## src/rtl/core/psu_pkg.sv

```systemverilog
// ----------------------------------------------------------------------------
// psu_pkg
// Types and constants shared by the scanline unfilter modules.
// ----------------------------------------------------------------------------
package psu_pkg;

	localparam int CFG_INDEX_W = 2;
	localparam int CFG_DATA_W  = 16;

	localparam logic [CFG_INDEX_W-1:0] REG_IMAGE_WIDTH  = 2'd0;
	localparam logic [CFG_INDEX_W-1:0] REG_IMAGE_HEIGHT = 2'd1;
	localparam logic [CFG_INDEX_W-1:0] REG_PIXEL_BITS   = 2'd2;

	localparam logic [2:0] FILT_NONE  = 3'd0;
	localparam logic [2:0] FILT_SUB   = 3'd1;
	localparam logic [2:0] FILT_UP    = 3'd2;
	localparam logic [2:0] FILT_AVG   = 3'd3;
	localparam logic [2:0] FILT_PAETH = 3'd4;

	localparam int FIFO_DEPTH = 4;
	localparam int FIFO_PTR_W = 2;
	localparam int FIFO_CNT_W = 3;

	typedef enum logic [1:0] {
		ITEM_TYPE,
		ITEM_DATA,
		ITEM_ERR
	} item_kind_t;

	typedef struct packed {
		item_kind_t  kind;
		logic [2:0]  filter;
		logic        row0;
		logic        row_end;
		logic        image_end;
		logic [2:0]  lag_sel;
		logic [3:0]  eb;
		logic [3:0]  nsamp;
		logic [15:0] count;
		logic [7:0]  data;
	} front_item_t;

	typedef struct packed {
		logic [7:0] value;
		logic       status;
		logic [3:0] eb;
		logic [3:0] nsamp;
		logic       row_end;
		logic       image_end;
	} entry_t;

endpackage

```

## src/rtl/core/psu_unpack.sv

```systemverilog
// ----------------------------------------------------------------------------
// psu_unpack
// Splits each queued byte into right-aligned samples and marks row and image
// ends.
// ----------------------------------------------------------------------------
module psu_unpack (
	input  logic            clk,
	input  logic            arst_n,
	input  psu_pkg::entry_t head,
	input  logic            head_empty,
	output logic            head_pop,
	input  logic            pop,
	output logic            empty,
	output logic [7:0]      sample,
	output logic            status,
	output logic            last_in_row,
	output logic            last_in_image
);
	import psu_pkg::*;

	logic [2:0] k_q;
	logic [6:0] shamt_full;
	logic [7:0] aligned;
	logic       last_k;
	logic       take;

	assign shamt_full = 7'(head.eb) * 7'(k_q);
	assign aligned    = head.value << shamt_full[2:0];
	assign sample     = aligned >> (4'd8 - head.eb);
	assign last_k     = (4'(k_q) + 4'd1) >= head.nsamp;
	assign status     = head.status;
	assign last_in_row   = head.row_end && last_k;
	assign last_in_image = head.image_end && last_k;
	assign empty      = head_empty;
	assign take       = pop && !head_empty;
	assign head_pop   = take && last_k;

	always_ff @(posedge clk or negedge arst_n) begin
		if (!arst_n) begin
			k_q <= 3'd0;
		end else if (take) begin
			k_q <= last_k ? 3'd0 : k_q + 3'd1;
		end
	end

endmodule

```

## config.mk

```make
export PLATFORM = sky130hd
export DESIGN_NAME = psu_unpack
export DESIGN_NICKNAME = d
export VERILOG_FILES = /design/src/rtl/core/psu_pkg.sv /design/src/rtl/core/psu_unpack.sv
export SDC_FILE = /design/constraint.sdc
export NUM_CORES = 1
export LEC_CHECK = 0
export BUFFER_PORTS_ARGS = -buffer_cell sky130_fd_sc_hd__buf_2
export CELL_PAD_IN_SITES_DETAIL_PLACEMENT = 0
export CELL_PAD_IN_SITES_GLOBAL_PLACEMENT = 1
export CORE_ASPECT_RATIO = 0.75
export CORE_UTILIZATION = 35
export CTS_CLUSTER_DIAMETER = 200
export DETAILED_ROUTE_END_ITERATION = 8
export GPL_ROUTABILITY_DRIVEN = 0
export PLACE_DENSITY_LB_ADDON = 0.1
export SYNTH_ARGS = -nofsm -noshare
export SYNTH_HDL_FRONTEND = slang
export SYNTH_SLANG_ARGS = --single-unit
```

## constraint.sdc

```tcl
create_clock -name clk -period 6.38 [get_ports clk]
set_input_delay 1.595 -clock clk [delete_from_list [all_inputs] [get_ports clk]]
set_output_delay 1.595 -clock clk [all_outputs]
set_load 0.1 [all_outputs]
```

### Word level (Yosys, flattened, before mapping)

Cells that the tools add are included.

* div/mod/pow operators: 0
* bitwise gates (word level): 0
* shift operators: 2
* order comparisons: 1
* reductions and logical operators: 5
* $add $sub $neg: 3
* multiply operators: 1
* equal/unequal tests: 0
* mux-type cells: 1

Operator list (number)
* 8-bit by 3-bit << shifter with 8-bit output: 1
* 8-bit by 4-bit right shift with 8-bit output: 1
* 3-bit by 1-bit adder with 4-bit output (second input constant): 1
* 4-bit >= comparator: 1
* 1-bit logical AND: 4
* 4-bit by 3-bit multiplier with 3-bit output: 1
* 4-bit subtractor (first input constant): 1
* 3-bit by 1-bit adder with 3-bit output (second input constant): 1
* 3-bit 2-to-1 mux: 1
* 1-bit logical NOT: 1

* memories: 0
* input port bits: 23
* bits in read-only memories: 0
* bits in registers: 3
* bits in writable memories: 0
* output and inout bits: 13
* bits in latches: 0

### Longest topological paths before layout

* depth after elaboration: 3
* depth in mapped cells: 12

### Least setup slack after synthesis

OpenSTA, ideal clock, no wires.

* path type: input port to output port
* from: input port head[6] in the netlist's numbering
* to: output port sample[0]
* arrival time: 5728 ps
* path slack: -943 ps
* cell stages on the path: 9
* path through: clkbuf_1 -> and2_1 -> ha_1 -> xnor3_2 -> xor2_1 -> mux2i_1 -> mux2_4 -> a221oi_2 -> a211oi_1

* cells in the longest elaborated chain, start to end: 3

RTL lines
* start: declaration: line psu_unpack.sv:9 `input psu_pkg::entry_t head,`
* 4-bit by 3-bit multiplier with 3-bit output: line psu_unpack.sv:27 `assign shamt_full = 7'(head.eb) * 7'(k_q);`
* 8-bit by 3-bit << shifter with 8-bit output: line psu_unpack.sv:28 `assign aligned = head.value << shamt_full[2:0];`
* 8-bit by 4-bit right shift with 8-bit output *: line psu_unpack.sv:29 `assign sample = aligned >> (4'd8 - head.eb);`
* end: declaration: line psu_unpack.sv:14 `output logic [7:0] sample,`

Every way passes the cells marked *; elsewhere a longest branch is shown, timed or not.

### Final worst setup path

* from: input port head[7] in the netlist's numbering
* to: output port sample[0]

The elaborated chain is that of the path after synthesis.

==> results.cfg <==
[grt]
first_global_vias = 962
antenna_found_initial = 0
overflow = 0
grt_pass1_wl_microns = 4570
grt_max_degree = 18
grt_use_total_pct = 18.3

[synthesis]
yosysWarnings = 0
synth_adder_area_share_pct = 8.42
synth_cell_type_count = 41
synth-xor-area-share_pct = 10.6
synth_compound_area_share_pct = 20.0
synth-simple-area-share_pct = 27.3
ys_ff_latch = 3
syn-cell-area_sq_um = 1040
synth_mux_area_share_pct = 20.2
syn_nets = 172
synth_top_family_by_area = simple AND/OR/NAND/NOR gates
avgSynthCellArea_sq_um = 7.32
seq_area_frac_synth_pct = 7.22
synthCells = 142

[sta]
slew_headroom_pct = 58.0
worst_pin_slew_ns = 0.622
setup-violations-final = 0
period_needed_ns = 5.93
skew_ns = 0.00500
slew_violations = 0
hold_violations = 0
period_share_pct = 92.9
grt_setup_unrepaired = no
fmax_mhz = 169
fin_tns_setup_ns = 0

[route]
routed_wl_microns = 2630
top_layer = met3
via_count = 1071
dr_wl_met3_microns = 88
route.met2.wl_microns = 989
antenna_left = 0
drc = 0
detail_route.vias_per_cell = 5.17
wl_per_cell_microns = 12.7
firstDrtPassIters = 4
first_iter_violations = 61
wl_met1_microns = 1550

[flow_run]
max-cap-violations = 0

[worst_setup_path]
crit_chain = buf_2, and2_2, ha_1, xnor3_2, xnor2_2, mux2_4, mux2_4, a221oi_2, a211oi_2, buf_2
path_class = in2out
worst-path-buf-inv = 2
end_kind = primary output
worstPathArrival_ns = 4.33
crit_slowest_cell = xnor3_2
cp-start-kind = input pin
critPathRequiredTime_ns = 4.79
cp_max_fo = 9
crit_family = XOR/XNOR gates
critPathMaxStageDelay_ns = 0.51

[cells_and_area]
diodes = 0
multiInputGateArea_sq_um = 918
area_growth_pct = 23.0
regMostFlops = k_q
fillers = 290
top_regs = k_q x3
fin_area_sq_um = 1280
final_common_cell = buf_2
regArea_sq_um = 75.1
largest_reg_flops = 3
nets = 202
drive_above_1_share_pct = 35.7
final_cell_mix = buf_2 (33), nand2_1 (19), mux2i_1 (9)

[die]
die_area_sq_um = 3190
placementRows = 16
die_y_microns = 49.2
io_pins = 36
dieWidth_microns = 64.9
core_area_sq_um = 2700
start_util_pct = 38.5

[power]
ir_drop_v = 0.000282
pwr-share-seq_pct = 8.9
p_leak_nw = 0.670
power_density_nw_per_um2 = 491
p_comb_share_pct = 82.3
p_int_mw = 0.260
p_sw_share_pct = 58.7
switching_power_mw = 0.368
clkPwrFrac_pct = 8.8

[clocking]
clockBufferDepth = 2
clk_pin_slew_worst_paths_ns = 0.03
cts.hold.buffers_added = 0
h-tree-depth = 1
cts_root_buffer = clkbuf_8
insertion_delay_ns = 0.22
numCtsBuffers = 3
cts_tree = built
clock_sinks = 3
postCtsSetupBuffers = 0
cts_resized = 0

[place]
place_area_sq_um = 1230
place_hpwl_microns = 2070
numPortBuffers = 33

[hold_path]
hold_path_class = reg2reg

[outcome]
status = complete, no violations
==> worst min-delay path: stages, from the launching register on <==
cell     delay, ns
dfrtp_1       0.41
nand2_1       0.06
o21ai_0       0.07
==> final timing paths <==
check | start | end | slack, ns | cells after the start
min in group asynchronous | arst_n | k_q[1]$_DFFE_PN0P_ | 1.16 | 1
max reg2reg | k_q[0]$_DFFE_PN0P_ | k_q[2]$_DFFE_PN0P_ | 3.94 | 7
min reg2reg | k_q[1]$_DFFE_PN0P_ | k_q[1]$_DFFE_PN0P_ | 0.58 | 2
max in group asynchronous | arst_n | k_q[0]$_DFFE_PN0P_ | 5.11 | 1
max | head[7] | sample[0] | 0.45 | 10
min | k_q[1]$_DFFE_PN0P_ | k_q[1]$_DFFE_PN0P_ | 0.58 | 2
==> cell usage after synthesis (all sizes together) <==
| master | count | area (sq um) |
|---|---|---|
| buf | 3 | 20.0 |
| clkinv | 1 | 3.75 |
| o21ai | 5 | 25.0 |
| nand4 | 2 | 12.5 |
| xnor3 | 1 | 23.8 |
| a21o | 2 | 15.0 |
| ha | 7 | 87.6 |
| mux2i | 9 | 90.1 |
| nand2b | 5 | 31.3 |
| a21oi | 9 | 45.0 |
| or2 | 1 | 6.26 |
| mux2 | 10 | 120 |
| nand2 | 21 | 83.8 |
| xor2 | 6 | 52.6 |
| o311ai | 1 | 8.76 |
| clkbuf | 6 | 22.5 |
| nor3 | 4 | 20.0 |
| dfrtp | 3 | 75.1 |
| o31ai | 1 | 7.51 |
| and2 | 2 | 13.8 |
| a32oi | 1 | 8.76 |
| and3 | 4 | 26.3 |
| a211oi | 2 | 15.0 |
| o22a | 2 | 20.0 |
| nand3 | 7 | 35.0 |
| a31oi | 1 | 6.26 |
| nor2b | 4 | 25.0 |
| o211ai | 2 | 15.0 |
| nor2 | 8 | 30.0 |
| xnor2 | 3 | 33.8 |
| a22o | 1 | 8.76 |
| o2bb2ai | 1 | 8.76 |
| inv | 5 | 18.8 |
| a221oi | 2 | 23.8 |
==> metrics by stage <==
step / hold slack, ns / setup slack, ns / utilization (%) / std cells / power (mW)
5_1_grt: 0.650 / 0.326 / 47.3 / 207 / 0.679
2_1_floorplan: 0.521 / 0.0209 / - / 142 / 0.490
6_report: 0.583 / 0.451 / 47.3 / 207 / 0.628
3_5_place_dp: 0.581 / 0.469 / 45.6 / 203 / 0.568
4_1_cts: 0.588 / 0.460 / 47.3 / 207 / 0.627
3_3_place_gp: 0.577 / 0.504 / 45.6 / 203 / 0.569
==> cell type report <==
class,instances,area share [%]
Multi-Input combinational cell,124,71.8
Sequential cell,3,5.87
Timing Repair Buffer,34,13.5
Clock buffer,4,3.52
Tap cell,36,3.52
Inverter,6,1.76
==> power groups by stage <==
stage | logic, mW | clock network [mW] | registers [mW]
3_3_place_gp | 0.513 | 0 | 0.0560
3_5_place_dp | 0.513 | 0 | 0.0557
2_1_floorplan | 0.456 | 0 | 0.0338
4_1_cts | 0.514 | 0.0568 | 0.0554
6_report | 0.517 | 0.0553 | 0.0556
5_1_grt | 0.561 | 0.0590 | 0.0588
==> logic make-up (layout without fill, tap and decap cells) <==
kind of cell,count (synthesis),count (layout)
xor+xnor,10,10
simple gates,58,58
compound gates,30,30
mux,19,19
flops,3,3
fa+ha+maj,7,7
buf+inv,15,44
==> layer usage <==
metal	global-route usage (%)	up-vias
met1	28.7	478
met2	24.3	22
met5	0	-
met3	3.50	0
met4	4.81	0
li1	-	571
Note: power is estimated with default switching activity, not from simulation.
