--- src/rtl/core/psu_pkg.sv ---
// ----------------------------------------------------------------------------
// psu_pkg
// Types and constants shared by the scanline unfilter modules.
// ----------------------------------------------------------------------------
package psu_pkg;

	localparam int CFG_INDEX_W = 2;
	localparam int CFG_DATA_W  = 16;

	localparam logic [CFG_INDEX_W-1:0] REG_IMAGE_WIDTH  = 2'd0;
	localparam logic [CFG_INDEX_W-1:0] REG_IMAGE_HEIGHT = 2'd1;
	localparam logic [CFG_INDEX_W-1:0] REG_PIXEL_BITS   = 2'd2;

	localparam logic [2:0] FILT_NONE  = 3'd0;
	localparam logic [2:0] FILT_SUB   = 3'd1;
	localparam logic [2:0] FILT_UP    = 3'd2;
	localparam logic [2:0] FILT_AVG   = 3'd3;
	localparam logic [2:0] FILT_PAETH = 3'd4;

	localparam int FIFO_DEPTH = 4;
	localparam int FIFO_PTR_W = 2;
	localparam int FIFO_CNT_W = 3;

	typedef enum logic [1:0] {
		ITEM_TYPE,
		ITEM_DATA,
		ITEM_ERR
	} item_kind_t;

	typedef struct packed {
		item_kind_t  kind;
		logic [2:0]  filter;
		logic        row0;
		logic        row_end;
		logic        image_end;
		logic [2:0]  lag_sel;
		logic [3:0]  eb;
		logic [3:0]  nsamp;
		logic [15:0] count;
		logic [7:0]  data;
	} front_item_t;

	typedef struct packed {
		logic [7:0] value;
		logic       status;
		logic [3:0] eb;
		logic [3:0] nsamp;
		logic       row_end;
		logic       image_end;
	} entry_t;

endpackage

--- src/rtl/core/psu_fifo.sv ---
// ----------------------------------------------------------------------------
// psu_fifo
// Short queue of reconstructed bytes between reconstruction and unpacking.
// ----------------------------------------------------------------------------
module psu_fifo (
	input  logic                            clk,
	input  logic                            arst_n,
	input  logic                            wr_valid,
	input  psu_pkg::entry_t                 wr_entry,
	input  logic                            rd_pop,
	output psu_pkg::entry_t                 rd_entry,
	output logic                            rd_empty,
	output logic [psu_pkg::FIFO_CNT_W-1:0]  level
);
	import psu_pkg::*;

	entry_t                slot_q [FIFO_DEPTH];
	logic [FIFO_PTR_W-1:0] wr_ptr_q;
	logic [FIFO_PTR_W-1:0] rd_ptr_q;
	logic [FIFO_CNT_W-1:0] count_q;
	logic                  do_pop;

	assign rd_empty = (count_q == '0);
	assign rd_entry = slot_q[rd_ptr_q];
	assign level    = count_q;
	assign do_pop   = rd_pop && !rd_empty;

	always_ff @(posedge clk) begin
		if (wr_valid) begin
			slot_q[wr_ptr_q] <= wr_entry;
		end
	end

	always_ff @(posedge clk or negedge arst_n) begin
		if (!arst_n) begin
			wr_ptr_q <= '0;
			rd_ptr_q <= '0;
			count_q  <= '0;
		end else begin
			if (wr_valid) begin
				wr_ptr_q <= wr_ptr_q + 1'b1;
			end
			if (do_pop) begin
				rd_ptr_q <= rd_ptr_q + 1'b1;
			end
			case ({wr_valid, do_pop})
				2'b10:   count_q <= count_q + 1'b1;
				2'b01:   count_q <= count_q - 1'b1;
				default: ;
			endcase
		end
	end

endmodule

--- config.mk ---
export PLATFORM = sky130hd
export DESIGN_NAME = psu_fifo
export DESIGN_NICKNAME = d
export VERILOG_FILES = /design/src/rtl/core/psu_pkg.sv /design/src/rtl/core/psu_fifo.sv
export SDC_FILE = /design/constraint.sdc
export NUM_CORES = 1
export LEC_CHECK = 0
export ABC_CLOCK_PERIOD_IN_PS = 2000
export BUFFER_PORTS_ARGS = -buffer_cell sky130_fd_sc_hd__buf_4
export CORE_UTILIZATION = 50
export DETAILED_ROUTE_END_ITERATION = 10
export GPL_ROUTABILITY_DRIVEN = 1
export PLACE_DENSITY = 0.71
export SYNTH_ARGS = -nofsm -noshare
export SYNTH_HDL_FRONTEND = slang
export SYNTH_SLANG_ARGS = --single-unit
--- constraint.sdc ---
create_clock -name clk -period 2 [get_ports clk]
set_input_delay 0.6 -clock clk [delete_from_list [all_inputs] [get_ports clk]]
set_output_delay 0.6 -clock clk [all_outputs]
set_load 0.05 [all_outputs]
## After elaboration in Yosys (flattened, before gate mapping)

Memory sizes are Yosys's and may differ from the RTL's.
Cells that the tools add are included.

| storage, ports and cells | value |
|---|---|
| flip-flop bits (word level) | 7 |
| RAM bits | 76 |
| logic and storage cells | 17 |
| memories | 1 |

| operators by class | value |
|---|---|
| add/sub/neg operators | 4 |
| equal/unequal tests | 2 |
| multiplexer cells | 3 |
| reduce and logical (&&, ||, !) cells | 4 |

Memories:

| name | words | bits a word | rd ports | clocked after Yosys merged registers in | wr ports | line | text |
|---|---|---|---|---|---|---|---|
| slot_q | 4 | 19 | 1 | 0 | 1 | psu_fifo.sv:17 | `entry_t slot_q [FIFO_DEPTH];` |

Operators by type and width:

| kind | number |
|---|---|
| 3-bit case mux with 2 select lines | 1 |
| 2-bit by 1-bit adder with 2-bit output, second input constant | 2 |
| 3-bit by 1-bit adder with 3-bit output, second input constant | 1 |
| 3-bit zero test | 1 |
| 3-bit by 1-bit subtractor with 3-bit output, second input constant | 1 |
| 2-bit by 1-bit == test with 1-bit output, second input constant | 1 |
| 2-bit == test, second input constant | 1 |
| 1-bit 2-to-1 mux | 2 |
| 2-bit nonzero test | 1 |
| 1-bit logical AND | 1 |
| 1-bit zero test | 1 |

## Longest topological paths before layout

Gate-level depths: netlist of run 1.

| depth | value |
|---|---|
| depth after elaboration | 5 |
| gate-level depth with buffers | 7 |

## Worst setup path before layout of run 1

OpenSTA, ideal clock, no wires.

| timing path | value |
|---|---|
| path kind | flip-flop to output port |
| start | register count_q[0] (netlist: level[0]) |
| end | output port rd_empty |
| data arrival time | 1.755 ns |
| data required time | 1.400 ns |
| slack | -0.355 ns |
| cell stages (with the launch flop) | 2 |
| cell sequence | dfrtp_1 -> nor3_1 |

| between the ends | value |
|---|---|
| cells in the longest elaborated chain, start to end | 1 |

Ends and longest elaborated chain:

| item | line | text |
|---|---|---|
| start, declared | psu_fifo.sv:20 | `logic [FIFO_CNT_W-1:0] count_q;` |
| start signal, assigned | psu_fifo.sv:47 | `2'b10: count_q <= count_q + 1'b1;` |
| start signal, assigned | psu_fifo.sv:48 | `2'b01: count_q <= count_q - 1'b1;` |
| 3-bit zero test | psu_fifo.sv:23 | `assign rd_empty = (count_q == '0);` |
| end, declared | psu_fifo.sv:12 | `output logic rd_empty,` |

No other way between the ends.

==> impl_metrics.py, run 1 <==
metrics = {
    "run_status": {
        "status": "finished, violations left",
        "violations": "setup timing",
    },
    "synth": {
        "synth_nets": 164,
        "yosysWarnings": 0,
        "syn-mean-instance-area_um2": 23.29,
        "synthesis.area_um2": 3144,
        "syn-instance-count": 135,
        "yosysUniqueCellTypes": 18,
        "synth_seq_area_share_pct": 78.15,
        "synth-seq-cells": 83,
    },
    "worst_setup_path": {
        "rr_worst_depth": 7,
        "cp.depth": 3,
        "setup.worst_path.class": "reg2out",
        "critPathMaxFanout": 7,
        "cpLargestDelayFamily": "multiplexers",
        "cp_data_required_time_ps": 1400,
        "crit_chain": "buf_8 > mux4_2 > buf_6",
        "worstSetupEndpointType": "primary output",
        "startpoint_type": "flip-flop",
        "max_stage_delay_ps": 540,
        "cp.arrival_ps": 1670,
        "path_buf_inv": 2,
        "slowest_stage": "mux4_2",
    },
    "power_and_ir_drop": {
        "p_per_area_nw_per_um2": 1694,
        "leakagePower_nw": 1.422,
        "ir_drop_uv": 1015,
    },
    "drt": {
        "drt_iter0_drc": 72,
        "avgViaCountPerCell": 5.417,
        "first_pass_iters": 4,
        "drc": 0,
        "wl_per_cell_um": 18.39,
        "drtAntennaViolNets": 0,
        "vias": 1495,
        "wl_um": 5076,
    },
    "die": {
        "io-pin-count": 46,
        "die_area_um2": 6610,
        "rows": 28,
        "die_x_um": 81.30,
        "start_util_pct": 52.49,
        "core_um2": 5991,
        "fp.dieH_um": 81.30,
    },
    "sta": {
        "setup_slack_ps": -265.7,
        "rsz0062_at_grt": "true",
        "fmax_mhz": 441.4,
        "skew_ps": 8.394,
        "period_minus_slack_ps": 2266,
        "timing.hold.ws_ps": 62.83,
        "drv_slew": 0,
        "hold_viol": 0,
        "worstMarginPinSlew_ps": 298.8,
        "timing.slew.headroom_pct": 80.08,
        "finalSetupViolCount": 19,
        "post-route-period-util_pct": 113.3,
    },
    "clocking": {
        "clk_pin_slew_ps": 70,
        "h-tree-depth": 3,
        "cts_sinks": 83,
        "clkLatencyLatePin_ps": 340,
        "cts_tree": "yes",
        "clockBufferDepth": 2,
        "cts-root-buf": "clkbuf_8",
        "cts_inserted_buffers": 9,
        "hold_buffers": 0,
    },
    "flow_run": {
        "maxCapViolations": 0,
    },
    "layout": {
        "multi_input_area_um2": 633.1,
        "drive_above_1_share_pct": 44.28,
        "mostFrequentLayoutCells": "edfxtp_1 (76), buf_4 (31), mux4_2 (19)",
        "syn_to_final_growth_pct": 24.59,
        "mostFrequentLayoutCell": "edfxtp_1",
        "seq_area_um2": 2459,
        "antenna_cells": 0,
        "fillers": 406,
        "final_nets": 225,
        "stdcell_count": 276,
    },
    "global_routing": {
        "grt_antenna_before_repair": 0,
        "grt_max_degree": 20,
        "overflow": 0,
        "grt_util_met2_pct": 27.92,
        "grtUsageMet3_pct": 3.820,
        "met1_usage_pct": 21.93,
        "grt_pass1_vias": 1565,
        "busiest_layer": "met2",
        "grt_usage_pct": 17.30,
        "grt_pass1_wl_um": 7866,
    },
    "placement": {
        "io_buffers": 45,
        "placed_cells_incl_taps": 259,
        "gp_congestion": 0.7295,
        "dpl.hpwl_um": 3181,
    },
    "min_path": {
        "hp-class": "in2async",
    },
}
-- layout make-up --
type | instances | area share (%)
inverter | 6 | 0.5749
multi-input combinational | 42 | 16.16
timing repair buffer | 54 | 13.41
clock buffer | 10 | 3.258
sequential | 83 | 62.76
clock inverter | 6 | 1.437
tap | 75 | 2.395
-- worst register-to-register path, stage by stage, from the launching register on --
cell and delay, ps:
dfrtp_1 450, o31a_1 240, ha_1 210, inv_1 60
fa_1 370, xor2_1 150, nor2_1 120, xor2_1 150
-- repair_timing --
action                     4_1_cts  5_1_grt
buffers inserted                 1        0
cloned                           1        0
pin swaps                        0        0
resized for setup               16        9
setup endpoints to repair       19       19
-- where the power goes --
| group | internal (W) | switching (W) | leakage, nW |
|---|---|---|---|
| registers | 0.00229 | 0.000164 | 0.779 |
| logic | 0.00125 | 0.00181 | 0.550 |
| clock network | 0.000566 | 0.000546 | 0.0935 |
| total | 0.00411 | 0.00252 | 1.42 |
-- sequential cells by signal, indices dropped and copies added, names as in the netlist --
signal,flops
wr_ptr_q,2
rd_ptr_q,2
level,3
slot_q,76
-- cells by family (layout without fill, tap and decap cells) --
logic type,Yosys count,after routing,share of synthesized area [%]
compound gates,2,2,0.4376
xor+xnor,6,6,1.671
fa+ha+maj,6,6,2.626
buf+inv,10,76,1.751
flops,83,83,78.15
mux,20,20,14.05
simple gates,8,8,1.313
-- Yosys cell counts --
cell type	number	area, µm²
xor2_1	4	35.03
mux4_1	1	26.28
mux4_2	18	405.4
mux2i_1	1	10.01
nor2_1	1	3.750
and2_1	4	25.02
xnor2_1	2	17.52
buf_2	2	10.01
fa_1	1	20.02
buf_6	2	22.52
dfrtp_1	7	175.2
nand2_1	2	7.510
edfxtp_1	76	2282
ha_1	5	62.56
inv_1	6	22.52
nor3_1	1	5.000
o31a_1	1	8.760
o21ai_0	1	5.000
-- layer usage --
layer | share of wire [%] | vias up
met3 | 3.3 | 14
li1 | - | 666
met2 | 54 | 43
met1 | 41 | 772
met4 | 2.3 | 0
met5 | 0 | -
-- through the flow --
step	utilization, %	instance area (µm²)	setup slack (ps)	power [W]	setup TNS (ps)
finish	65.39	3918	-265.7	0.006636	-4400
global route	65.39	3918	-327.8	0.006935	-5718
CTS	65.29	3911	-318.1	0.006662	-5281
detailed placement	60.65	3633	-32.50	0.005297	-32.50
global placement	60.65	3633	53.84	0.005224	0
floorplan	-	3149	-5.529	0.004460	-5.529
-- final timing paths --
path | from | end | slack, ps
worst max-delay path | rd_ptr_q[0] | rd_entry[17] | -270
worst min-delay path | arst_n | level[0] | 60
worst max register to register | level[0] | level[2] | 180
worst min register to register | rd_ptr_q[1] | rd_ptr_q[1] | 530
max in group asynchronous | arst_n | rd_ptr_q[0] | 1810
min in group clk | wr_entry[14] | slot_q[1][14] | 460
(Power assumes the default switching activity.)
==> run 2: changes to the inputs <==
--- a/config.mk
+++ b/config.mk
@@ -8,8 +8,10 @@
 export ABC_CLOCK_PERIOD_IN_PS = 2000
 export BUFFER_PORTS_ARGS = -buffer_cell sky130_fd_sc_hd__buf_4
 export CORE_UTILIZATION = 50
+export CTS_BUF_LIST = sky130_fd_sc_hd__clkbuf_4
 export DETAILED_ROUTE_END_ITERATION = 10
 export GPL_ROUTABILITY_DRIVEN = 1
+export HOLD_SLACK_MARGIN = 0.1
 export PLACE_DENSITY = 0.71
 export SYNTH_ARGS = -nofsm -noshare
 export SYNTH_HDL_FRONTEND = slang
==> run 2 against run 1 <==
Compared with the run above: sequential share of layout area increased by 0.69 points; critical path depth unchanged; the run still ends with setup timing left; die area unchanged; non-clock buffer count grew 1; combinational power about the same; critical endpoint unchanged; via count stayed put; wire length about the same.
==> impl_metrics.py, run 2 (synthesis results as in run 1) <==
metrics = {
    "layout": {
        "stdcell_count": 277,
        "drive_above_1_share_pct": 44.55,
        "mostFrequentLayoutCells": "edfxtp_1 (76), buf_4 (31), mux4_2 (19)",
        "final_nets": 226,
        "top_register": "slot_q",
        "largest_reg_flops": 76,
        "antenna_cells": 0,
        "syn_to_final_growth_pct": 23.24,
        "mostFrequentLayoutCell": "edfxtp_1",
    },
    "global_routing": {
        "grt_max_degree": 20,
        "grt_usage_pct": 17.40,
        "grt_pass1_vias": 1563,
        "overflow": 0,
        "grt_pass1_wl_um": 7866,
        "grt_antenna_before_repair": 0,
    },
    "power_and_ir_drop": {
        "pwr-share-comb_pct": 47.8,
        "leakagePower_nw": 1.407,
        "seq_power_share_pct": 38.2,
        "power_frac_clock_pct": 14.0,
        "p_per_area_nw_per_um2": 1658,
        "total_power_w": 0.006424,
        "ir_drop_uv": 1008,
        "switching_power_w": 0.002493,
        "internal-power_w": 0.003930,
        "switching_share_pct": 38.81,
    },
    "die": {
        "fp.dieH_um": 81.30,
        "die_area_um2": 6610,
        "io-pin-count": 46,
        "start_util_pct": 52.49,
        "rows": 28,
        "die_x_um": 81.30,
        "core_um2": 5991,
    },
    "worst_setup_path": {
        "crit_chain": "buf_8 > mux4_2 > buf_6",
        "slowest_stage": "mux4_2",
        "worstSetupEndpointType": "primary output",
        "cp.arrival_ps": 1740,
        "startpoint_type": "flip-flop",
        "max_stage_delay_ps": 530,
        "setup.worst_path.class": "reg2out",
        "critPathMaxFanout": 7,
        "cp_data_required_time_ps": 1400,
    },
    "sta": {
        "drv_slew": 0,
        "timing.setup.tns_ps": -5946,
        "hold_viol": 0,
        "period_minus_slack_ps": 2343,
        "skew_ps": 9.564,
        "fmax_mhz": 426.7,
        "worstMarginPinSlew_ps": 293.8,
        "setup_slack_ps": -343.3,
        "post-route-period-util_pct": 117.2,
        "timing.slew.headroom_pct": 80.41,
        "finalSetupViolCount": 19,
        "rsz0062_at_grt": "true",
    },
    "drt": {
        "first_pass_iters": 4,
        "avgViaCountPerCell": 5.397,
        "vias": 1495,
        "wl_um": 5078,
        "drc": 0,
        "drt_iter0_drc": 61,
        "drtAntennaViolNets": 0,
        "wl_per_cell_um": 18.33,
    },
    "clocking": {
        "h-tree-depth": 3,
        "cts_tree": "yes",
        "clk_pin_slew_ps": 120,
        "clockBufferDepth": 2,
        "cts-root-buf": "clkbuf_4",
        "clkLatencyLatePin_ps": 400,
        "cts_sinks": 83,
        "cts_inserted_buffers": 9,
    },
    "min_path": {
        "hp-class": "in2reg",
    },
    "flow_run": {
        "maxCapViolations": 0,
    },
    "placement": {
        "placed_cells_incl_taps": 259,
        "dpl.hpwl_um": 3181,
        "gp_congestion": 0.7295,
        "io_buffers": 45,
    },
    "run_status": {
        "status": "finished, violations left",
        "violations": "setup timing",
    },
}
## run 2: timing repair
item | 4_1_cts | 5_1_grt
pin swaps | 0 | 0
cloned | 1 | 0
endpoints found under the setup margin | 19 | 19
hold buffers | 1 | 0
endpoints found under the hold margin | 7 | 0
resized for setup | 16 | 9
buffers inserted | 1 | 0
## run 2: critical path: cells and delay by family (launching register included)
kind / cells / cell delay (ps)
flip-flops: 1 / 470
buffers and inverters: 2 / 340
multiplexers: 1 / 530
## run 2: layer usage
layer | share of wire, % | track usage, %
met5 | 0 | 0
met4 | 1.8 | 8.929
met3 | 3.9 | 4.494
met2 | 54 | 28.17
met1 | 40 | 21.61
## run 2: metrics by stage
step           hold slack [ps]  util (%)  cell area, µm²  worst slack, ps
2_1_floorplan            304.4         -            3149           -5.529
3_3_place_gp             414.3     60.65            3633            53.84
3_5_place_dp             419.7     60.65            3633           -32.50
4_1_cts                  362.6     64.58            3869           -412.1
5_1_grt                  349.5     64.68            3875           -429.8
6_report                 390.6     64.68            3875           -343.3
## run 2: area by class of cell
class	count	area, µm²
Multi-Input combinational cell	42	633.1
Tap cell	75	93.84
Sequential cell	83	2459
Timing Repair Buffer	55	535.5
Clock inverter	6	56.30
Clock buffer	10	75.07
Inverter	6	22.52
Fill cell	409	2116
## run 2: power by group through the flow
stage               logic (W)  registers [W]  clock network (W)
CTS                   0.00307        0.00245           0.000927
global placement      0.00278        0.00245                  0
finish                0.00307        0.00245           0.000900
global route          0.00324        0.00249           0.000995
detailed placement    0.00282        0.00248                  0
floorplan             0.00192        0.00254                  0
## run 2: worst paths after layout
check                        startpoint       endpoint  slack (ps)  cells past startpoint
max                         rd_ptr_q[0]   rd_entry[17]        -340                      3
min                        wr_entry[16]  slot_q[0][16]         390                      1
max reg2reg                    level[0]       level[2]         170                      7
min reg2reg                 rd_ptr_q[1]    rd_ptr_q[1]         540                      1
max in group asynchronous        arst_n    rd_ptr_q[0]        1340                      2
min in group asynchronous        arst_n       level[0]         530                      2
==> run 3: changes to the inputs <==
--- a/config.mk
+++ b/config.mk
@@ -12,7 +12,7 @@
 export DETAILED_ROUTE_END_ITERATION = 10
 export GPL_ROUTABILITY_DRIVEN = 1
 export HOLD_SLACK_MARGIN = 0.1
-export PLACE_DENSITY = 0.71
+export PLACE_DENSITY_LB_ADDON = 0.12
 export SYNTH_ARGS = -nofsm -noshare
 export SYNTH_HDL_FRONTEND = slang
 export SYNTH_SLANG_ARGS = --single-unit
==> run 3 against run 2 <==
Compared with the run above: the flow still finishes with violations (setup timing); core utilization increased by 1.0 points; largest cell class unchanged; register-to-register slack improved by 70 ps; fmax increased by 0.63%; worst hold slack got worse by 0.67 ps; sequential share of layout area decreased by 0.97 points; largest power group unchanged; count of clock-buffer cells in the layout decreased by 1; final area increased by 1.5%; wire length increased by 1.9%.
==> impl_metrics.py, run 3 (synthesis results as in run 1) <==
metrics = {
    "sta": {
        "rsz0062_at_grt": "true",
        "worstMarginPinSlew_ps": 300.5,
        "timing.slew.headroom_pct": 79.97,
        "fmax_mhz": 429.4,
        "finalSetupViolCount": 19,
        "drv_slew": 0,
        "setup_slack_ps": -328.7,
        "timing.hold.ws_ps": 389.9,
        "skew_ps": 8.093,
        "post-route-period-util_pct": 116.4,
        "hold_viol": 0,
        "period_minus_slack_ps": 2329,
    },
    "layout": {
        "post-route-util_pct": 65.69,
        "largest_reg_flops": 76,
        "mostFrequentLayoutCells": "edfxtp_1 (76), buf_4 (34), mux4_2 (19)",
        "final_nets": 228,
        "drive_above_1_share_pct": 45.10,
        "antenna_cells": 0,
        "mostFrequentLayoutCell": "edfxtp_1",
        "stdcell_count": 279,
        "syn_to_final_growth_pct": 25.15,
        "top_register": "slot_q",
    },
    "global_routing": {
        "grt_antenna_before_repair": 0,
        "grt_pass1_vias": 1623,
        "grt_pass1_wl_um": 8059,
        "grt_max_degree": 20,
        "grt_usage_pct": 17.85,
        "overflow": 0,
    },
    "die": {
        "core_um2": 5991,
        "io-pin-count": 46,
        "start_util_pct": 52.49,
        "rows": 28,
        "die_area_um2": 6610,
        "fp.dieH_um": 81.30,
        "die_x_um": 81.30,
    },
    "drt": {
        "vias": 1486,
        "drt_iter0_drc": 63,
        "drc": 0,
        "drtAntennaViolNets": 0,
        "wl_um": 5172,
        "avgViaCountPerCell": 5.326,
        "first_pass_iters": 6,
        "wl_per_cell_um": 18.54,
    },
    "power_and_ir_drop": {
        "ir_drop_uv": 1044,
        "p_per_area_nw_per_um2": 1701,
        "leakagePower_nw": 1.438,
    },
    "worst_setup_path": {
        "path_buf_inv": 2,
        "crit_chain": "buf_12 > mux4_2 > buf_6",
        "cpLargestDelayFamily": "multiplexers",
        "cp_data_required_time_ps": 1400,
        "worstSetupEndpointType": "primary output",
        "startpoint_type": "flip-flop",
        "setup.worst_path.class": "reg2out",
        "slowest_stage": "mux4_2",
        "cp.arrival_ps": 1730,
        "max_stage_delay_ps": 530,
        "critPathMaxFanout": 7,
    },
    "clocking": {
        "cts_inserted_buffers": 9,
        "cts_tree": "yes",
        "h-tree-depth": 3,
        "clockBufferDepth": 2,
        "clk_pin_slew_ps": 130,
        "cts_sinks": 83,
        "clkLatencyLatePin_ps": 400,
        "cts-root-buf": "clkbuf_4",
    },
    "placement": {
        "gp_congestion": 0.6495,
        "io_buffers": 45,
        "placed_cells_incl_taps": 260,
        "dpl.hpwl_um": 3283,
    },
    "run_status": {
        "violations": "setup timing",
        "status": "finished, violations left",
    },
    "flow_run": {
        "maxCapViolations": 0,
    },
    "min_path": {
        "hp-class": "in2reg",
    },
}
==> run 3: cell count changes in the layout (fill, tap and decap cells not counted) <==
cell	before	now
clkinvlp_4	1	0
bufinv_16	1	3
clkbuf_4	10	9
clkinv_2	3	1
clkinv_4	0	2
buf_4	31	34
buf_8	2	1
==> run 3: path summary, 6_finish.rpt <==
check / start / cells after the start / endpoint / slack (ps)
min in group asynchronous: arst_n / 2 / level[2] / 540
hold reg to reg: wr_ptr_q[0] / 1 / wr_ptr_q[0] / 530
hold / removal: wr_entry[0] / 1 / slot_q[1][0] / 390
setup reg to reg: level[0] / 7 / level[2] / 240
max in group asynchronous: arst_n / 2 / rd_ptr_q[0] / 1330
setup / recovery: rd_ptr_q[0] / 3 / rd_entry[18] / -330
==> run 3: area by class of cell <==
cell class              instances  area, µm²
flip-flops and latches         83       2459
well taps                      75      93.84
inverters                       6      22.52
multi-input cells              42      633.1
clock inverters                 7      116.4
clock buffers                   9      67.56
repair buffers                 57      543.0
fillers                       416       2056
==> run 3: per-stage QoR <==
stage	total power (W)	setup TNS [ps]	area, µm²	setup WS, ps
3_5_place_dp	0.005294	0	3628	42.52
3_3_place_gp	0.005205	0	3628	61.74
4_1_cts	0.006750	-6885	3924	-393.7
6_report	0.006694	-5791	3935	-328.7
5_1_grt	0.007007	-7092	3935	-395.0
2_1_floorplan	0.004460	-5.529	3149	-5.529
==> run 3: timing repair <==
action                                  4_1_cts  5_1_grt
hold buffers                                  1        0
endpoints found under the hold margin         7        0
cloned                                        1        0
pin swaps                                     0        0
gates resized for setup                      16       10
setup buffers                                 2        0
endpoints found under the setup margin       19       19
==> run 3: report_power, final <==
part	leakage (nW)	internal [W]	switching, W
Combinational	0.561	0.00126	0.00183
Sequential	0.779	0.00229	0.000156
Clock	0.0975	0.000631	0.000529
Total	1.44	0.00418	0.00251
==> run 3: metal layers <==
metal  global-route usage (%)  vias to the layer above  wire [µm]
met5                        0                        -          0
met4                    9.643                        0         93
met3                    4.045                       11        251
met2                    28.67                       49       2773
met1                    22.63                      755       2053
li1                         -                      671          -
